## config.mk

```make
export PLATFORM = sky130hd
export DESIGN_NAME = mips_peephole_delay_slot_filler_top
export DESIGN_NICKNAME = d
export VERILOG_FILES = /design/src/rtl/mpdsf_pkg.sv /design/src/rtl/mips_peephole_delay_slot_filler_top.sv
export SDC_FILE = /design/constraint.sdc
export NUM_CORES = 1
export LEC_CHECK = 0
export ABC_CLOCK_PERIOD_IN_PS = 8760
export BUFFER_PORTS_ARGS = -buffer_cell sky130_fd_sc_hd__buf_2
export CAP_MARGIN = 15
export CELL_PAD_IN_SITES_DETAIL_PLACEMENT = 1
export CELL_PAD_IN_SITES_GLOBAL_PLACEMENT = 1
export CORE_MARGIN = 4
export CORE_UTILIZATION = 44
export DETAILED_ROUTE_END_ITERATION = 8
export GPL_ROUTABILITY_DRIVEN = 0
export MAX_ROUTING_LAYER = met4
export PLACE_DENSITY = 0.84
export SLEW_MARGIN = 5
export SYNTH_ARGS = -nofsm -noshare
export SYNTH_HDL_FRONTEND = slang
export SYNTH_SLANG_ARGS = --single-unit
```

## constraint.sdc

```tcl
create_clock -name aclk -period 8.76 [get_ports aclk]
set_input_delay 1.752 -clock aclk [delete_from_list [all_inputs] [get_ports aclk]]
set_output_delay 1.752 -clock aclk [all_outputs]
set_load 0.005 [all_outputs]
```

## src/rtl/mpdsf_pkg.sv

```systemverilog
// Package for the MIPS delay-slot filler: opcode codes, queue sizing and the
// instruction decode functions. No dependencies.
`default_nettype none

package mpdsf_pkg;

    localparam int unsigned WORD_W = 32;

    // Output queue: one accepted item can release up to three result items.
    localparam int unsigned MAX_OUT = 3;
    localparam int unsigned QDEPTH  = 6;
    localparam int unsigned QCNT_W  = $clog2(QDEPTH + 1);

    localparam logic [5:0] OP_SPECIAL = 6'h00;
    localparam logic [5:0] OP_REGIMM  = 6'h01;
    localparam logic [5:0] OP_J       = 6'h02;
    localparam logic [5:0] OP_JAL     = 6'h03;
    localparam logic [5:0] OP_BEQ     = 6'h04;
    localparam logic [5:0] OP_BGTZ    = 6'h07;
    localparam logic [5:0] OP_LUI     = 6'h0F;
    localparam logic [5:0] OP_SB      = 6'h28;
    localparam logic [5:0] OP_SC_TOP  = 6'h2E;
    localparam logic [5:0] FN_JR      = 6'h08;
    localparam logic [5:0] FN_JALR    = 6'h09;
    localparam logic [4:0] REG_RA     = 5'd31;

    typedef struct packed {
        logic       valid;
        logic [4:0] num;
    } dest_t;

    function automatic logic [5:0] f_op(input logic [WORD_W-1:0] w);
        return w[31:26];
    endfunction

    function automatic logic is_jump(input logic [WORD_W-1:0] w);
        logic [5:0] op;
        op = w[31:26];
        if (op == OP_SPECIAL) begin
            return (w[5:0] == FN_JR) || (w[5:0] == FN_JALR);
        end
        return (op >= OP_REGIMM) && (op <= OP_BGTZ);
    endfunction

    function automatic logic is_store(input logic [5:0] op);
        return (op >= OP_SB) && (op <= OP_SC_TOP);
    endfunction

    // Destination register of a word; valid is low when nothing is written.
    function automatic dest_t dest_reg(input logic [WORD_W-1:0] w);
        dest_t      d;
        logic [5:0] op;
        op      = w[31:26];
        d.valid = 1'b1;
        d.num   = w[20:16];
        if (w == '0) begin
            d.valid = 1'b0;
        end else if (op == OP_SPECIAL) begin
            if (w[5:0] == FN_JR) begin
                d.valid = 1'b0;
            end else if (w[5:0] == FN_JALR) begin
                d.num = REG_RA;
            end else begin
                d.num = w[15:11];
            end
        end else if (op == OP_JAL) begin
            d.num = REG_RA;
        end else if (op == OP_REGIMM || op == OP_J ||
                     (op >= OP_BEQ && op <= OP_BGTZ) || is_store(op)) begin
            d.valid = 1'b0;
        end
        return d;
    endfunction

    // True when word w reads register r. Register zero never counts.
    function automatic logic reads_reg(input logic [WORD_W-1:0] w, input logic [4:0] r);
        logic [5:0] op;
        logic       rs_hit;
        logic       rt_hit;
        logic       rd_hit;
        op     = w[31:26];
        rs_hit = (w[25:21] == r);
        rt_hit = (w[20:16] == r);
        rd_hit = (w[15:11] == r);
        if (r == 5'd0) begin
            return 1'b0;
        end
        if (op == OP_SPECIAL) begin
            if (w[5:0] == FN_JR) begin
                return rs_hit;
            end
            if (w[5:0] == FN_JALR) begin
                return rs_hit || rd_hit;
            end
            return rs_hit || rt_hit;
        end
        if (op == OP_REGIMM) begin
            return rs_hit;
        end
        if (op == OP_J || op == OP_JAL || op == OP_LUI) begin
            return 1'b0;
        end
        if ((op >= OP_BEQ && op <= OP_BGTZ) || is_store(op)) begin
            return rs_hit || rt_hit;
        end
        return rs_hit;
    endfunction

endpackage

`default_nettype wire

```

## src/rtl/mips_peephole_delay_slot_filler_top.sv

```systemverilog
// Top level of the MIPS peephole rewriter with branch delay-slot filling.
// Depends on mpdsf_pkg for decode functions and queue sizing.
`default_nettype none

// The block rewrites a stream of 32-bit MIPS instruction words, grouped into
// blocks by s_tlast, and returns exactly as many words per block, in order,
// with m_tlast on the final one. A LUI that repeats the previous word's LUI
// target and immediate becomes a NOP. When a branch (J, JAL, JR, JALR or
// opcodes 1 to 7) is followed by a NOP, the non-branch, non-NOP word before
// the branch moves into the delay slot and its own place becomes a NOP,
// unless the branch reads that word's destination register or the word
// itself sits in a delay slot. Up to two words are held back inside the block
// until they can no longer change; they leave as soon as that is known and
// all of them leave on the word that carries s_tlast, so output lags input by
// up to two items. An input item is decoded in the cycle it is accepted and
// its results land in a six-entry output queue, so a new item is taken every
// cycle while the queue holds three items or fewer; the queue gives one item
// per cycle on the output side while m_tready is high, which sets the rate at
// one item per cycle. s_tready does not depend on m_tready in the same cycle.
module mips_peephole_delay_slot_filler_top
    import mpdsf_pkg::*;
(
    input  wire logic              aclk,
    input  wire logic              aresetn,
    input  wire logic              s_tvalid,
    output logic                   s_tready,
    input  wire logic [WORD_W-1:0] s_tdata,   // [31:0] in_word
    input  wire logic              s_tlast,   // in_last
    output logic                   m_tvalid,
    input  wire logic              m_tready,
    output logic [WORD_W-1:0]      m_tdata,   // [31:0] out_word
    output logic                   m_tlast    // out_last
);

    // Window state: the previous word after the LUI rewrite, and the two held
    // words. held_cnt_reg counts held words (0..2).
    logic [WORD_W-1:0] lui_prev_reg;
    logic [WORD_W-1:0] older_reg;
    logic [WORD_W-1:0] middle_reg;
    logic [1:0]        held_cnt_reg;
    logic              older_after_br_reg;

    logic [WORD_W-1:0] lui_prev_next;
    logic [WORD_W-1:0] older_next;
    logic [WORD_W-1:0] middle_next;
    logic [1:0]        held_cnt_next;
    logic              older_after_br_next;

    // Output queue: entry 0 is the head shown on the m_ side.
    logic [WORD_W-1:0] q_word_reg [QDEPTH];
    logic              q_last_reg [QDEPTH];
    logic [QCNT_W-1:0] q_cnt_reg;
    logic [WORD_W-1:0] q_word_next [QDEPTH];
    logic              q_last_next [QDEPTH];
    logic [QCNT_W-1:0] q_cnt_next;

    logic              accept;
    logic              pop;
    logic [WORD_W-1:0] w;
    logic              moved;
    dest_t             older_dest;

    // Result items released by the current input item, in order.
    logic [WORD_W-1:0] res_word [MAX_OUT];
    logic              res_last [MAX_OUT];
    logic [1:0]        res_n;

    logic [QCNT_W-1:0] cnt_mid;
    logic [QCNT_W:0]   offset;

    assign s_tready = (q_cnt_reg <= QCNT_W'(QDEPTH - MAX_OUT));
    assign accept   = s_tvalid && s_tready;
    assign m_tvalid = (q_cnt_reg != '0);
    assign pop      = m_tvalid && m_tready;
    assign m_tdata  = q_word_reg[0];
    assign m_tlast  = q_last_reg[0];

    always_comb begin
        // Pass 1: a repeated LUI collapses to NOP.
        w = s_tdata;
        if (f_op(s_tdata) == OP_LUI && f_op(lui_prev_reg) == OP_LUI &&
            s_tdata[20:16] == lui_prev_reg[20:16] &&
            s_tdata[15:0] == lui_prev_reg[15:0]) begin
            w = '0;
        end

        // Pass 2: fill the delay slot of the held branch with the older word.
        older_dest = dest_reg(older_reg);
        moved = (held_cnt_reg == 2'd2) && is_jump(middle_reg) && (w == '0) &&
                !older_after_br_reg && (older_reg != '0) && !is_jump(older_reg) &&
                (!older_dest.valid || !reads_reg(middle_reg, older_dest.num));

        lui_prev_next       = w;
        older_next          = older_reg;
        middle_next         = middle_reg;
        held_cnt_next       = held_cnt_reg;
        older_after_br_next = older_after_br_reg;
        res_n               = 2'd0;
        for (int k = 0; k < MAX_OUT; k++) begin
            res_word[k] = '0;
            res_last[k] = 1'b0;
        end

        if (held_cnt_reg == 2'd2) begin
            if (moved) begin
                res_word[0]         = '0;
                res_word[1]         = middle_reg;
                res_word[2]         = older_reg;
                res_last[2]         = s_tlast;
                res_n               = 2'd3;
                held_cnt_next       = 2'd0;
                older_after_br_next = 1'b0;
            end else begin
                res_word[0]         = older_reg;
                res_n               = 2'd1;
                older_after_br_next = is_jump(older_reg);
                older_next          = middle_reg;
                middle_next         = w;
                if (s_tlast) begin
                    res_word[1] = middle_reg;
                    res_word[2] = w;
                    res_last[2] = 1'b1;
                    res_n       = 2'd3;
                end
            end
        end else if (held_cnt_reg == 2'd1) begin
            middle_next   = w;
            held_cnt_next = 2'd2;
            if (s_tlast) begin
                res_word[0] = older_reg;
                res_word[1] = w;
                res_last[1] = 1'b1;
                res_n       = 2'd2;
            end
        end else begin
            older_next          = w;
            older_after_br_next = 1'b0;
            held_cnt_next       = 2'd1;
            if (s_tlast) begin
                res_word[0] = w;
                res_last[0] = 1'b1;
                res_n       = 2'd1;
            end
        end

        // The end of a block flushes the window and the LUI history.
        if (s_tlast) begin
            held_cnt_next       = 2'd0;
            older_after_br_next = 1'b0;
            lui_prev_next       = '0;
            older_next          = '0;
            middle_next         = '0;
        end
    end

    // Queue update: shift out the head, then append the new results.
    always_comb begin
        cnt_mid = q_cnt_reg - QCNT_W'(pop);
        for (int i = 0; i < QDEPTH; i++) begin
            if (pop && i < QDEPTH - 1) begin
                q_word_next[i] = q_word_reg[i + 1];
                q_last_next[i] = q_last_reg[i + 1];
            end else begin
                q_word_next[i] = q_word_reg[i];
                q_last_next[i] = q_last_reg[i];
            end
        end
        for (int i = 0; i < QDEPTH; i++) begin
            offset = (QCNT_W + 1)'(i) - {1'b0, cnt_mid};
            if (accept && !offset[QCNT_W] && offset < (QCNT_W + 1)'(res_n)) begin
                q_word_next[i] = res_word[offset[1:0]];
                q_last_next[i] = res_last[offset[1:0]];
            end
        end
        q_cnt_next = cnt_mid + (accept ? QCNT_W'(res_n) : '0);
    end

    always_ff @(posedge aclk) begin
        if (!aresetn) begin
            lui_prev_reg       <= '0;
            older_reg          <= '0;
            middle_reg         <= '0;
            held_cnt_reg       <= 2'd0;
            older_after_br_reg <= 1'b0;
            q_cnt_reg          <= '0;
        end else begin
            if (accept) begin
                lui_prev_reg       <= lui_prev_next;
                older_reg          <= older_next;
                middle_reg         <= middle_next;
                held_cnt_reg       <= held_cnt_next;
                older_after_br_reg <= older_after_br_next;
            end
            q_cnt_reg <= q_cnt_next;
        end
    end

    always_ff @(posedge aclk) begin
        for (int i = 0; i < QDEPTH; i++) begin
            q_word_reg[i] <= q_word_next[i];
            q_last_reg[i] <= q_last_next[i];
        end
    end

endmodule

`default_nettype wire

```

---- Word level (Yosys, flattened, before mapping) ----
Memory sizes are Yosys's and may differ from the RTL's.
Cells that the tools add are included.
storage, ports and cells
  output and inout port bits .............. 35
  register bits after elaboration ......... 102
  RAM bits ................................ 198
  bits of input ports ..................... 37
  word-level logic and storage cells ...... 282
  memories kept ........................... 2
  bits in read-only memories .............. 0
  bits in latches ......................... 0
memory list
  memory      depth  width  rd ports  clocked after memory_dff  wr ports  RTL line                                   text
  q_word_reg  6      32     6         0                         6         mips_peephole_delay_slot_filler_top.sv:50  logic [WORD_W-1:0] q_word_reg [QDEPTH];
  q_last_reg  6      1      6         0                         6         mips_peephole_delay_slot_filler_top.sv:51  logic q_last_reg [QDEPTH];
cells by class
  shift operators ......................... 0
  bitwise gates (word level) .............. 6
  add/sub/neg operators ................... 8
  $mul .................................... 0
  multiplexer cells ....................... 152
  div/mod/pow operators ................... 0
  magnitude comparators ................... 23
  reduce and logical (&&, ||, !) cells .... 62
  equality and inequality tests ........... 23
operator list
  operator                                                                          count
  32-bit 2-to-1 mux                                                                 37
  32-bit binary-select mux with 2-bit select                                        6
  64-bit 2-to-1 mux                                                                 3
  96-bit 2-to-1 mux                                                                 1
  1-bit 2-to-1 mux                                                                  83
  32-bit logical NOT                                                                2
  6-bit by 4-bit equality test with 1-bit output, second input constant             7
  32-bit nonzero test                                                               1
  1-bit logical AND                                                                 29
  6-bit by 2-bit equality test with 1-bit output, second input constant             4
  4-bit by 2-bit less-than comparator with 1-bit output                             6
  2-bit 2-to-1 mux                                                                  11
  5-bit equality test                                                               4
  5-bit 2-to-1 mux                                                                  4
  3-bit >= comparator, second input constant                                        6
  2-bit NOT with 3-bit output                                                       6
  16-bit equality test                                                              1
  1-bit binary-select mux with 2-bit select                                         6
  6-bit by 1-bit equality test with 1-bit output, second input constant             2
  6-bit by 1-bit >= comparator with 1-bit output, second input constant             2
  6-bit by 3-bit >= comparator with 1-bit output, second input constant             2
  6-bit >= comparator, second input constant                                        2
  6-bit by 3-bit less-or-equal comparator with 1-bit output, second input constant  2
  6-bit less-or-equal comparator, second input constant                             2
  other kinds (17)                                                                  45

---- Logic depth before layout (Yosys ltp) ----
Gate-level depths: netlist of the first run.
  depth after elaboration ................. 34
  gate-level depth with buffers ........... 22
  gate-level depth less buffers ........... 16

---- Least setup slack after synthesis of the first run ----
Ideal clock, no wire load.
  path kind ............................... input to register
  start point ............................. input port s_tdata[13]
  end point ............................... memory q_last_reg[5] (enable)
  library setup time ...................... 517 ps
  arrival ................................. 7741 ps
  setup slack ............................. 502 ps
  stages .................................. 12
  buffers on the path ..................... 2
  data required time ...................... 8243 ps
  cells stage by stage .................... clkbuf_1 > xnor2_1 > nand4_1 > nor4_1 > nand2_1 > a211oi_1 > o41a_1 > buf_2 > inv_4 > o311ai_2 > o21ai_0 > nor4b_1
RTL lines
  item             RTL line                                   text
  start, declared  mips_peephole_delay_slot_filler_top.sv:27  input wire logic [WORD_W-1:0] s_tdata,
  end, declared    mips_peephole_delay_slot_filler_top.sv:51

==> impl_summary.md, run 1 <==
Run status
The flow ran to the end, and the final reports show no timing, DRC or antenna violations.

Logic synthesis
Yosys mapped a number of flops with a built-in enable equal to 198. The most used flip-flop cell after synthesis is edfxtp_1. The average instance area after synthesis is 9.02 um^2. The number of nets handed over by synthesis was 2,002. Summing the sequential cell areas from Yosys gives 44.9% of the chip area. The number of unique standard cell types used by synthesis is 91.

The register bit count reported by yosys is 295. Summing every instance area after synthesis gives 0.0176 mm^2. The proportion of synthesized flip-flops having asynchronous set or reset is 0%. The total of warnings raised by yosys is 0. Synthesis produced 1,950 cells.

Power and ir drop
Dividing total power by cell area gives a power density of 367 mW/mm^2. Total power for the finished layout comes to 7.13 mW. The leakage dissipation is 6.83 nW. Across the VDD grid, the largest voltage drop is 0.000249 V.

Placed design
In this run the tool buffered the top-level ports with 71 buffer cells. Summed over all nets, the half-perimeter wirelength after detailed placement is 46,800 um. The total placed cells including tap cells is 2,395.

Setup path
The number of cell instances on the worst register-to-register path is 16. The kind of start point of the critical path is an input pin. The type of destination of the critical path is a flop. The maximum fanout along the worst path is 38. STA puts the critical path data required time at 9.00 ns. The data arrival time of the worst path is 6.60 ns.

The worst setup path is of the in -> reg kind.

Global routing
The number of antenna violations at the first check in global routing is 0. The first global-routing pass estimated 106,000 um of wire. The via count of the first global-routing pass was 17,600.

Entering global routing, the biggest net connects 99 pins. The overall fraction of global-route tracks in use is 32.2%. Global routing finished with a remaining overflow of 0.

Floorplanning
In this run the count of I/O pins placed on the die edge is 72. The initial standard-cell utilization of the core is 45.0%. The chip height is 208 um. The die span in x is 208 um. The overall die area is 0.0432 mm^2. After floorplanning, the core was divided into 72 placement rows. The core region is 0.0391 mm^2.

STA
The worst setup skew after layout is 0.0322 ns. The summed negative setup slack over all endpoints is 0 ns. The number of pins with negative max-slew slack in the final report is 0. Headroom to the max-slew limit came out at 22.6%. Subtracting the final worst setup slack from the clock period gives 6.36 ns. Setup repair after global routing left no endpoint under its margin. For this run, the top clock speed supported by timing is 0.157 GHz. The final-report hold violation count is 0.

After layout, the worst path uses 72.6% of the clock period. The actual transition at the worst max-transition pin is 1.16 ns. Setup violations remaining at the end of the flow were counted as 0.

Route
The routed design has 71,000 um of wire. The count of TritonRoute iterations in the first routing pass is 7. The per-cell routed wire length is 28.8 um. The remaining antenna violation count after routing is 0. For this run, design rule violations remaining after detail routing come to 0. The count of routing violations after the opening detailed-route iteration is 2,353. The routed layout has 17,300 vias. The mean number of vias per cell is 7.02.

Finish
The total number of nets in the final design is 1,967. Relative to the synthesized area, the layout overhead comes to 10.5%. The filler-free cell count of the finished design is 2,460.

The number of flip-flops in the largest register is 192. The fraction of layout cells with a size suffix above 1 is 12.2%. The repair_antennas step left the layout with diodes totalling 0. Fill cells in the final layout number 4,556.

Clocking
Clock-pin slew was measured on the worst setup and hold paths at 0.06 ns. In this run the number of H-tree levels came out at 2. Buffers inserted during clock tree synthesis total 36.

After clock tree synthesis, the setup repair step added 0 buffers. At the later pin of the worst-skew pair, clock insertion delay measures 0.57 ns. The number of hold-repair buffers added at the cts stage is 0. The sink count of the clock tree is 295. The number of buffers between clock root and the deepest sink is 3. The CTS tree is done. The root buffer cell is clkbuf_16.

After clock tree synthesis, the repair step resized 0 gates.

Hold path
Along the worst hold path, the cell count comes to 2. The path class of the tightest hold or removal check is reg -> reg.

Flow run
The number of maximum-capacitance constraint violations is 0.
where the power goes:
group	switching [mW]	internal [mW]
Combinational	2.34	0.954
Sequential	0.173	2.14
Clock	0.624	0.895
cells in the mapped netlist, types with 5 or more instances:
master | instances | area share [%]
xnor2_1 | 32 | 1.6
a21oi_1 | 68 | 1.9
nand3_1 | 116 | 3.3
a221oi_1 | 11 | 0.55
buf_1 | 11 | 0.23
xor2_1 | 5 | 0.25
edfxtp_1 | 198 | 34
nor3_1 | 20 | 0.57
a21o_1 | 9 | 0.38
nor2b_1 | 9 | 0.32
a211o_1 | 6 | 0.30
a22o_1 | 70 | 3.5
a221oi_2 | 7 | 0.60
clkbuf_2 | 5 | 0.14
and2_1 | 25 | 0.89
nand2_1 | 275 | 5.9
ha_1 | 14 | 1.0
a32oi_1 | 19 | 0.95
nand4_1 | 11 | 0.39
a22oi_1 | 63 | 2.7
o21ai_0 | 124 | 3.5
a21boi_1 | 8 | 0.34
o21ai_1 | 15 | 0.43
buf_2 | 30 | 0.85
o221ai_1 | 20 | 1.0
and3_1 | 26 | 0.93
clkbuf_1 | 146 | 3.1
nor2_1 | 161 | 3.4
a31oi_1 | 64 | 2.3
mux2_2 | 6 | 0.38
dfxtp_1 | 97 | 11
a21boi_0 | 32 | 1.4
a221o_1 | 54 | 3.1
nor4_1 | 14 | 0.50
or3_1 | 6 | 0.21
a2bb2oi_1 | 12 | 0.60
and4_1 | 5 | 0.25
o31ai_1 | 13 | 0.56
o211ai_1 | 10 | 0.43
o22a_1 | 22 | 1.1
o21ai_2 | 9 | 0.45
inv_1 | 25 | 0.53
path summary, 6_finish.rpt:
path	end	from	slack, ns
max reg2reg	q_word_reg[0][27]	older_reg[4]	2.85
min reg2reg	lui_prev_reg[30]	lui_prev_reg[30]	0.46
min	lui_prev_reg[30]	lui_prev_reg[30]	0.46
max	q_word_reg[0][27]	s_tdata[2]	2.40
metrics by stage:
step / utilization (%) / area [um^2] / hold slack, ns / worst slack, ns
final: 49.7 / 19400 / 0.464 / 2.40
after global routing: 49.7 / 19400 / 0.500 / 2.22
after detailed placement: 46.7 / 18300 / 0.460 / 1.96
after CTS: 49.7 / 19400 / 0.471 / 2.52
after global placement: 46.7 / 18300 / 0.451 / 2.16
after floorplan: - / 17600 / 0.438 / 0.502
cell type report:
type,instances,area (um^2),share of cell area [%]
inverters,28,108,0.554
flip-flops and latches,295,7890,40.6
multi-input cells,1429,8850,45.6
clock inverters,14,159,0.818
well taps,518,648,3.34
repair buffers,125,761,3.92
clock buffers,51,1010,5.19
placed cells by master (no fill, tap or decap), drive strengths merged, types with 19 or more instances in the layout:
master and count:
a21boi 40, a21oi 68, a221o 54, a22o 70, a22oi 63, a31oi 64, a32oi 19, and2 27
and3 26, buf 125, clkbuf 51, dfxtp 97, edfxtp 198, inv 30, nand2 275, nand3 117
nor2 161, nor3 20, o21ai 148, o221ai 20, o22a 22, xnor2 32
routing by layer:
layer | vias up | global-route usage [%] | wire length [um]
li1 | 7305 | - | -
met1 | 8463 | 39.5 | 26700
met2 | 1211 | 50.3 | 32400
met3 | 298 | 7.55 | 7930
met4 | 0 | 15.5 | 3900
met5 | - | - | 0
worst max-delay path: stages:
cell	delay, ns
buf_2	0.34
xnor2_1	0.18
nand4_1	0.19
nor4_1	0.21
buf_4	0.24
nand2_1	0.09
buf_4	0.30
a211o_1	0.35
a211oi_4	0.15
buf_4	0.31
inv_2	0.14
o31ai_4	0.09
a21oi_1	0.12
ha_1	0.35
a21oi_1	0.26
nand4_1	0.14
buf_4	0.31
nand2_1	0.66
buf_4	0.36
cells by family after synthesis:
group                      after synthesis  synth area share (%)
AOI/OAI and AO/OA                      679                  28.6
xor gates and xnor gates                37                  1.84
DFF                                    295                  44.9
buffers and inverters                  226                  5.32
adders and majority gates               15                  1.11
muxes                                    7                 0.441
and+or+nand+nor                        691                  17.8
Power figures use the tool's default switching activity.
==> inputs of run 2 (changes only) <==
Settings changed: ABC_AREA set to 1, ABC_CLOCK_PERIOD_IN_PS 8760 to 6550, CORE_UTILIZATION 44 to 46, PLACE_DENSITY 0.84 to 0.88.
Clock period 8.76 ns to 6.55 ns, I/O delays scaled along.
==> run 2 against run 1 <==
Synthesized area up 2.0%. Utilization grew 1.3 points. Clock power is 27% higher. Die area shrank 2.3%. Design area grew 1.4%. Clock-buffer cell count down 3. First-iteration DRC count shrank 5.6%. Largest power group unchanged. Highest routed layer unchanged.
==> impl_summary.md, run 2 <==
Global routing
After global routing, the most crowded layer is met2. For this run, global-route usage on met2 was measured as 48.6%. The global routing met3 resource utilization is 7.88%. The largest net degree at the start of global routing is 174.

The overall fraction of global-route tracks in use is 33.1%. The via count of the first global-routing pass is 18,300. The wire length of the first global-routing pass is 107,000 um. The number of antenna violations at the first check in global routing is 0. Global routing finished with a remaining overflow of 0.

The met1 usage is 47.0%.

Logic synthesis
Sorting the synthesized cells by how often they occur yields nand2_1 (836), nand3_1 (387), edfxtp_1 (198). The most area-hungry cell type in the Yosys netlist is edfxtp_1. The sequential fraction of the synthesis area is 44.0%. The synthesized design contains 198 enable-type register cells.

The synthesized netlist contains 42 unique library cells. The most common cell in the netlist is nand2_1. The area fraction of the dominant cell type after synthesis is 33.1%. The number of standard cells after synthesis is 2,503.

The Yosys step of the flow raised 0 warnings. A synthesized cell averages 7.17 um^2. Sorting the synthesized cells by area gives the leading types as edfxtp_1 (33%), nand2_1 (17%), dfxtp_1 (11%), nand3_1 (11%), a21oi_1 (4.5%). The predominant post-synthesis flop cell is edfxtp_1. The synthesized net count is 2,555. Of all flip-flops after synthesis, the portion carrying an async set or reset was 0%.

The cell area that synthesis handed to floorplanning was 0.0179 mm^2. In this run, synthesis produced a sequential element count of 295.

Setup path
The data required time at the worst endpoint is 6.76 ns. The cell that appears most often on the critical path is nand2_1. Across all register-to-register paths, the minimum setup slack is 1.51 ns. The worst setup path is launched from a flop. The type of destination of the critical path is a flop. Measured in cells, the most critical reg-to-reg path has a length of 25. The maximum fanout along the worst path is 34. The start of the worst register-to-register path is older_reg[4]. The worst stage delay on the critical path is 0.38 ns. The family of cells with the greatest summed delay on the critical path is simple AND/OR/NAND/NOR gates.

The endpoint of the most critical register-to-register path is q_word_reg[0][5]. The critical path is of the reg -> reg type. The cell with the largest stage delay on the worst path is nand2_1.

The number of buffers and inverters on the critical path is 3. The data arrival time of the worst path is 5.24 ns.

Power and ir drop
For this design the ratio of total power to cell area is 548 mW/mm^2. Power comes to 10.8 mW. The combinational power share is 51.0%. The net switching share of the total power is 48.3%.

The analysis attributes to cell leakage a power of 8.27 nW. The internal power of the cells totals 5.58 mW. Of the total power, registers draw 31.1%.

The part of the total power dissipated in the clock network is 17.8%. The worst vdd rail ir drop is 0.000549 V. The analysis attributes to net switching a power of 5.21 mW.

Clocking
The total clock buffers created by CTS is 36. The post-CTS resize count is 0. The number of buffers between clock root and the deepest sink is 3. The number of hold-repair buffers added at the cts stage is 0. Post-CTS timing repair inserted 0 buffers for setup.

The count of H-tree levels built during CTS is 2. The clock drives 295 sinks. For the worst-skew pair, the clock arrives at the later sink with an insertion delay of 0.56 ns. The cell sitting at the root of the clock tree is a clkbuf_16. TritonCTS built the clock tree. Clock-pin slew was measured on the worst setup and hold paths at 0.06 ns.

Floorplanning
The initial standard-cell utilization of the core is 46.4%. The number of cell rows is 72. In this run the vertical extent of the chip is 205 um. The die is 205 um wide.

The die covers 0.0422 mm^2. Pin placement for this block handled 72 I/O pins. The total area inside the core boundary comes to 0.0386 mm^2.

Finish
Leaving out fill and tap cells, the most frequent cells in the layout are nand2_1 (836), nand3_1 (387), edfxtp_1 (198). The antenna diode count is 0. The most common cell after layout, fill and taps aside is nand2_1. The net count of the finished layout is 2,533.

The relative area change from synthesis to final layout is 9.74%. Cells with a size suffix above 1 make up 7.70% of the layout. Cells fill 50.9% of the core in the end. The number of flip-flops in the largest register is 192.

STA
Across the routed clock network, the largest skew measured is 0.0220 ns. The actual transition at the worst max-transition pin is 1.19 ns. Hold timing on the final database bottoms out at a slack of 0.473 ns. Dividing the final minimum period by the clock period gives 76.9%. The number of pins with negative max-slew slack in the final report came to 0. Setup violations remaining at the end of the flow were counted as 0. The post-route minimum period is 5.04 ns. Setup repair after global routing left no endpoint under its margin. Static timing analysis puts the maximum clock frequency at 0.199 GHz. The summed negative setup slack over all endpoints is 0 ns. The worst pin sits at a relative slew slack of 20.4%. The worst-case setup margin in the final layout is 1.51 ns. The final-report hold violation count came to 0.

Placed design
The sum of net half-perimeters after detailed placement is 48,100 um. The count of buffers added on input and output ports is 71. Prior to clock tree synthesis, the placed netlist has a worst setup slack of 1.01 ns.

Route
Using the TritonRoute via totals, the vias-per-cell ratio works out to 6.12. Across all layers, the routed design uses 18,500 vias. The per-cell routed wire length is 22.6 um. Wires add up to 68,500 um.

The remaining antenna violation count after routing is 0. The pre-antenna-repair detailed-routing pass consisted of 5 iterations. The count of routing violations after the opening detailed-route iteration is 2,222.

After detailed routing, the number of remaining DRC violations is 0.

Flow run
The number of maximum-capacitance constraint violations is 0.

Hold path
Along the worst hold path, the cell count comes to 2. The worst hold path terminates at lui_prev_reg[28]. The hold path startpoint is lui_prev_reg[28]. The worst hold-check path type is reg -> reg.

Run status
The run finished with clean final reports.
==> run 2: worst max-delay path by stage <==
stage / startpoint / end / slack, ns / cells after the start
2_1_floorplan: s_tdata[7] / q_last_reg[5] / 0.88 / 19
3_3_place_gp: s_tdata[31] / q_word_reg[0][7] / 1.15 / 22
3_5_place_dp: s_tdata[31] / q_word_reg[0][7] / 1.01 / 22
4_1_cts: s_tdata[31] / q_last_reg[0] / 1.59 / 22
5_1_grt: older_reg[30] / q_word_reg[0][1] / 1.17 / 25
6_report: older_reg[4] / q_word_reg[0][5] / 1.51 / 25
==> run 2: cells by family (layout without fill, tap and decap cells) <==
kind of cell / count (synthesis) / in the layout / synth area share [%]
AND/OR/NAND/NOR: 1438 / 1438 / 34.1
adder cells (fa/ha/maj): 15 / 15 / 1.09
AO/OA/AOI/OAI: 394 / 394 / 12.3
flip-flops: 295 / 295 / 44.0
buffers and inverters: 340 / 344 / 7.53
XOR/XNOR: 21 / 21 / 1.03
==> run 2: area by class of cell <==
cell class                 instances  area (um^2)
fill                            4967        19000
multi-input combinational       1868         8740
sequential                       295         7890
clock buffer                      48          987
timing repair buffer             113          683
tap                              518          648
inverter                         167          629
clock inverter                    16          114
==> run 2: power by group through the flow <==
stage	registers (mW)	logic, mW	clock network (mW)
2_1_floorplan	3.32	3.49	0
3_3_place_gp	3.34	5.00	0
3_5_place_dp	3.39	5.31	0
4_1_cts	3.36	5.35	1.94
5_1_grt	3.42	6.02	2.02
6_report	3.36	5.51	1.93
==> run 2: layer usage <==
layer	vias to the layer above	share of wire (%)
met1	9000	42
met3	110	11
met2	1024	44
met5	-	0
li1	8389	-
met4	0	2.0
==> run 2: worst reg2reg max path, stage by stage, from the launching register on <==
cell      delay [ns]
dfxtp_1         0.33
nor2_2          0.36
nand3_2         0.23
nand2_1         0.11
nand2_1         0.07
nand2_1         0.12
nand2_1         0.14
nand2_1         0.08
nand2_1         0.06
nor2_1          0.16
nand3_1         0.10
nor2_1          0.09
nor2_1          0.04
nor2_1          0.08
nand2_1         0.38
nand2_4         0.22
nand2_2         0.10
a21oi_1         0.31
ha_1            0.29
a21oi_1         0.21
nand4_1         0.13
nor2_2          0.21
clkinv_1        0.11
buf_4           0.24
nand2_1         0.10
buf_4           0.37
==> run 2: stage by stage <==
step / instances / area [um^2]
final: 3025 / 19700
after global routing: 3025 / 19700
after CTS: 3025 / 19700
after detailed placement: 2961 / 18600
after global placement: 2961 / 18600
after floorplan: 2503 / 17900
